$ cat config.mk
export PLATFORM = sky130hd
export DESIGN_NAME = lpd_cell
export DESIGN_NICKNAME = d
export VERILOG_FILES = /design/src/hw/rtl/lpd_pkg.sv /design/src/hw/rtl/lpd_cell.sv
export SDC_FILE = /design/constraint.sdc
export NUM_CORES = 1
export LEC_CHECK = 0
export BUFFER_PORTS_ARGS = -buffer_cell sky130_fd_sc_hd__buf_4
export CORE_MARGIN = 1.5
export CORE_UTILIZATION = 45
export CTS_BUF_LIST = sky130_fd_sc_hd__clkbuf_2 sky130_fd_sc_hd__clkbuf_4 sky130_fd_sc_hd__clkbuf_8
export DETAILED_ROUTE_END_ITERATION = 6
export PLACE_DENSITY_LB_ADDON = 0.05
export SYNTH_ARGS = -nofsm -noshare
export SYNTH_HDL_FRONTEND = slang
export SYNTH_SLANG_ARGS = --single-unit
$ cat constraint.sdc
create_clock -name clk -period 3.43 [get_ports clk]
set_input_delay 0.1715 -clock clk [delete_from_list [all_inputs] [get_ports clk]]
set_output_delay 0.1715 -clock clk [all_outputs]
set_load 0.05 [all_outputs]
$ cat src/hw/rtl/lpd_pkg.sv
package lpd_pkg;

	typedef enum logic [1:0] {
		ST_NEW      = 2'd0,
		ST_MERGED   = 2'd1,
		ST_OVERFLOW = 2'd2
	} lpd_status_t;

	typedef enum logic [1:0] {
		S_IDLE,
		S_SEARCH,
		S_DONE
	} lpd_state_t;

	typedef struct packed {
		logic vld;
		logic found;
	} lpd_tok_t;

	localparam int unsigned HALF_W  = 24;
	localparam int unsigned WORD_W  = 2 * HALF_W;
	localparam int unsigned OIDX_W  = 8;
	localparam int unsigned PADDR_W = 3;
	localparam int unsigned PDATA_W = 32;

	localparam logic REG_MERGE_MARK = 1'b0;

endpackage

$ cat src/hw/rtl/lpd_cell.sv
module lpd_cell #(
	parameter int unsigned IDX_W    = 8,
	parameter int unsigned CELL_IDX = 0
) (
	input  logic                            clk,
	input  logic                            arst_n,
	input  logic                            wr_en,
	input  logic [IDX_W-1:0]                wr_idx,
	input  logic [lpd_pkg::WORD_W-1:0]      wr_value,
	input  logic                            wr_surv,
	input  logic [lpd_pkg::WORD_W-1:0]      word,
	input  logic [IDX_W-1:0]                count,
	input  lpd_pkg::lpd_tok_t               tok_in,
	input  logic [IDX_W-1:0]                idx_in,
	output lpd_pkg::lpd_tok_t               tok_out,
	output logic [IDX_W-1:0]                idx_out
);

	localparam logic [IDX_W-1:0] MY_IDX = CELL_IDX[IDX_W-1:0];

	logic [lpd_pkg::WORD_W-1:0] value_q;
	logic                       surv_q;
	logic                       hit;
	lpd_pkg::lpd_tok_t          tok_q;
	logic [IDX_W-1:0]           idx_q;

	always_ff @(posedge clk) begin
		if (wr_en && wr_idx == MY_IDX) begin
			value_q <= wr_value;
			surv_q  <= wr_surv;
		end
	end

	assign hit = tok_in.vld && !tok_in.found && (MY_IDX < count) && surv_q
		&& (value_q == word);

	always_ff @(posedge clk or negedge arst_n) begin
		if (!arst_n) begin
			tok_q <= '0;
		end else begin
			tok_q.vld   <= tok_in.vld;
			tok_q.found <= tok_in.found | hit;
		end
	end

	always_ff @(posedge clk) begin
		idx_q <= tok_in.found ? idx_in : MY_IDX;
	end

	assign tok_out = tok_q;
	assign idx_out = idx_q;

endmodule

# Yosys cells after proc, flatten, opt, wreduce, memory -nomap -nowiden

Index checks and enable logic that the tools add are counted.

Register bits: 59
Input bits: 126
Output and inout bits: 10
Logic and storage cells: 15

$lt $le $gt $ge: 1
Equality and inequality tests: 1
Bitwise gates (word level): 1
Reduce and logical (&&, ||, !) cells: 7

Operators with widths:

| operator                                                   | count |
|---|---|
| equality test 48 bit                                       | 1 |
| zero test 8 bit                                            | 1 |
| less-than comparator 1 x 8 -> 1 bit (first input constant) | 1 |
| logical AND 1 bit                                          | 5 |
| zero test 1 bit                                            | 1 |
| OR 1 bit                                                   | 1 |

# Depth between registers and ports, before layout

Word-level depth: 6
Gate-level depth with buffers: 4
Gate-level depth less buffers: 4

# Worst setup path before layout

OpenSTA, ideal clock, no wires.

Kind: input to register
Start point: input port wr_idx[2]
End point: register surv_q (enable)
Setup time: 0.582 ns
Arrival: 5.181 ns
Required time: 2.848 ns
Setup slack: -2.334 ns
Stages on the path: 3
Path buffers: 0
Path through: nor4_1 nand3b_1 nor4_1

Cells in the longest elaborated chain, start to end: 2

Ends and longest elaborated chain:

| what                 | line           | source |
|---|---|---|
| start, declared      | lpd_cell.sv:8  | `input logic [IDX_W-1:0] wr_idx,` |
| zero test 8 bit      | lpd_cell.sv:28 | `if (wr_en && wr_idx == MY_IDX) begin` |
| logical AND 1 bit    | lpd_cell.sv:28 |  |
| end signal, assigned | lpd_cell.sv:30 | `surv_q <= wr_surv;` |
| end, declared        | lpd_cell.sv:22 | `logic surv_q;` |

Every way passes these cells.
A chain may end at the register's enable or synchronous reset.

# Worst setup path after layout

Ends and elaborated chain as after synthesis.

==> run metrics <==
cts bufs inserted=9; first-pass GRT wire length=between 7000 and 8000 um; worst path required time=between 3 and 4 ns; dpl cells=about 340; startpoint type of the worst setup path=primary input; Filler Cell Count=around 300; outcome=completed; RSZ-0062 raised after global routing=false; nets@finish=about 450; vias post-DR=~1,800; Post-DRT Antenna Nets=0; Clock Root Buffer=clkbuf_8; Post-Layout Cell Count=~390; fin worst setup slack=between 1.5 and 2 ns; area used by multi-input combinational logic=about 640 sq um; pin count of the biggest net entering global routing=50; WS Path Type=primary input to flip-flop; vias in the first global route=roughly 1,700; Register Area=roughly 1700 sq um; DR vias/cell=between 4 and 5; Clock Tree Buf Depth=2; max_slew headroom=0.589; max cap viols=0; f_max=just under 700 MHz; Critical Path End Type=flip-flop; Seq/Total Area, Yosys=0.730; die area=approximately 5600 sq um; measured slew at the worst slew-check pin=0.617 ns; CP Max Fanout=49; IO buf count=around 140; Fin Hold WS=0.0122 ns; worst vdd ir=approximately 0.00034 V; dpl hpwl=roughly 3800 um; chip width=approximately 75 um; fin crit share=0.422; WP data arrival=1.41 ns; First DRT Iteration DRCs=between 90 and 100; post-CTS sizing=0; Slew Viols, Final=0; I/O pin cnt=between 100 and 150; Setup-failing EPs final=0; final worst path period need=1.45 ns; DRC errors left=0; wire per inst=about 14 um; Placement Rows=25; clock skew=approximately 0.0063 ns; CTS sink count=59; clock-pin slew on the worst setup and hold paths=around 0.070 ns; Yosys reg bits=59; area grow syn2layout=73.3%; Worst-Skew Late Latency=0.33 ns; initial cell density of the core=0.478; TritonCTS clock tree=built; setup TNS=0 ns; maximum level of the CTS H-tree=3; GRT Overall Usage=0.182; Post-Synthesis Cell Area=~2300 sq um; router iterations before antenna repair=4; Core Util, Final=0.828; initial antenna violation count=0; P_leak=0.00159 uW; core area=between 4000 and 5000 sq um; synthesized area per cell=approximately 17 sq um; share of cells above drive strength 1=0.468; Hold Violations, Final=0; total grt overflow=0; WL final=around 5700 um; Synth cell types=13; Mapped Cells=between 100 and 150; pwr dens=409 nW/um^2; ant diodes=0; pre-CTS setup slack=~1.6 ns; hold crit path type=primary input to flip-flop; Syn Nets=approximately 260; Yosys warnings=0; routability congestion estimate from global placement=0.739; chip height=between 70 and 80 um
[synthesized netlist by cell type, drive strengths merged]
master / instances / area share
a211oi: 1 / 0.0033
a41o: 1 / 0.0043
and2: 8 / 0.022
dfrtp: 2 / 0.022
dfxtp: 8 / 0.070
edfxtp: 49 / 0.64
nand3: 1 / 0.0022
nand3b: 1 / 0.0033
nand4: 11 / 0.030
nand4b: 1 / 0.0038
nor3: 1 / 0.0022
nor4: 6 / 0.016
xnor2: 48 / 0.18
[worst max-delay path, stage by stage]
cell      delay [ns]
buf_4           0.11
nor4_1          0.26
nand3b_1        0.16
nor4_4          0.14
buf_4           0.55
[cells in the final DEF, fill, tap and decap left out]
cell type,synthesis,layout
buf_4,0,136
edfxtp_1,49,49
xnor2_1,48,48
dlygate4sd3_1,0,37
nand4_1,11,11
clkbuf_8,0,10
and2_1,8,8
dfxtp_1,8,8
nor4_1,6,5
clkinv_2,0,3
dfrtp_1,2,2
nand3_1,1,1
nor3_1,1,1
nand4b_1,1,1
a211oi_1,1,1
a41o_1,1,1
nand3b_1,1,1
nor4_4,0,1
inv_4,0,1
bufinv_16,0,1
clkbuf_4,0,1
[sequential cells by signal, indices dropped and copies added, names as in the netlist]
register / cells
value_q: 48
surv_q: 1
tok_out: 2
idx_out: 8
[timing repair]
item,CTS,global route
hold buffers,2,35
endpoints found under the hold margin,3,35
buffers inserted,0,0
[stage by stage]
step / area, sq um / total power [uW]
after global routing: 3990 / 1680
final: 3990 / 1630
after floorplan: 2320 / 855
after global placement: 3420 / 980
after detailed placement: 3420 / 984
after CTS: 3640 / 1610
[kinds of logic (layout without fill, tap and decap cells)]
group / count (synthesis) / count (layout) / synth area share
xor gates and xnor gates: 48 / 48 / 0.183
DFF: 59 / 59 / 0.730
and+or+nand+nor: 29 / 29 / 0.0793
AOI/OAI and AO/OA: 2 / 2 / 0.00761
buffers and inverters: 0 / 189 / 0
[layout make-up]
cell class,count,area share
clock buffers,11,0.0364
clock inverters,5,0.0129
multi-input cells,79,0.159
flip-flops and latches,59,0.422
well taps,67,0.0210
repair buffers,173,0.349
[layer usage]
metal / part of all wire / vias up / track usage
li1: - / 878 / -
met3: 0.085 / 15 / 0.0935
met4: 0.026 / 0 / 0.0828
met2: 0.55 / 88 / 0.331
met5: 0 / - / 0
met1: 0.34 / 831 / 0.168
[power by group]
| part | leakage, uW | switching, uW | internal (uW) |
|---|---|---|---|
| clock | 0.000107 | 265 | 360 |
| combinational | 0.000952 | 72.3 | 148 |
| sequential | 0.000530 | 2.02 | 782 |
[path summary, 6_finish.rpt]
path                                       start                     to  slack [ns]  cells past startpoint
max                                    wr_idx[2]       surv_q$_DFFE_PP_        1.98                      5
min                                 wr_value[17]  value_q[17]$_DFFE_PP_        0.01                      1
max reg2reg                value_q[19]$_DFFE_PP_   tok_out[0]$_DFF_PN0_        2.07                      4
min reg2reg                value_q[11]$_DFFE_PP_   tok_out[0]$_DFF_PN0_        0.73                      4
max in group asynchronous                 arst_n   tok_out[0]$_DFF_PN0_        3.17                      2
min in group asynchronous                 arst_n   tok_out[1]$_DFF_PN0_        0.17                      2
Power figures use the tool's default switching activity.
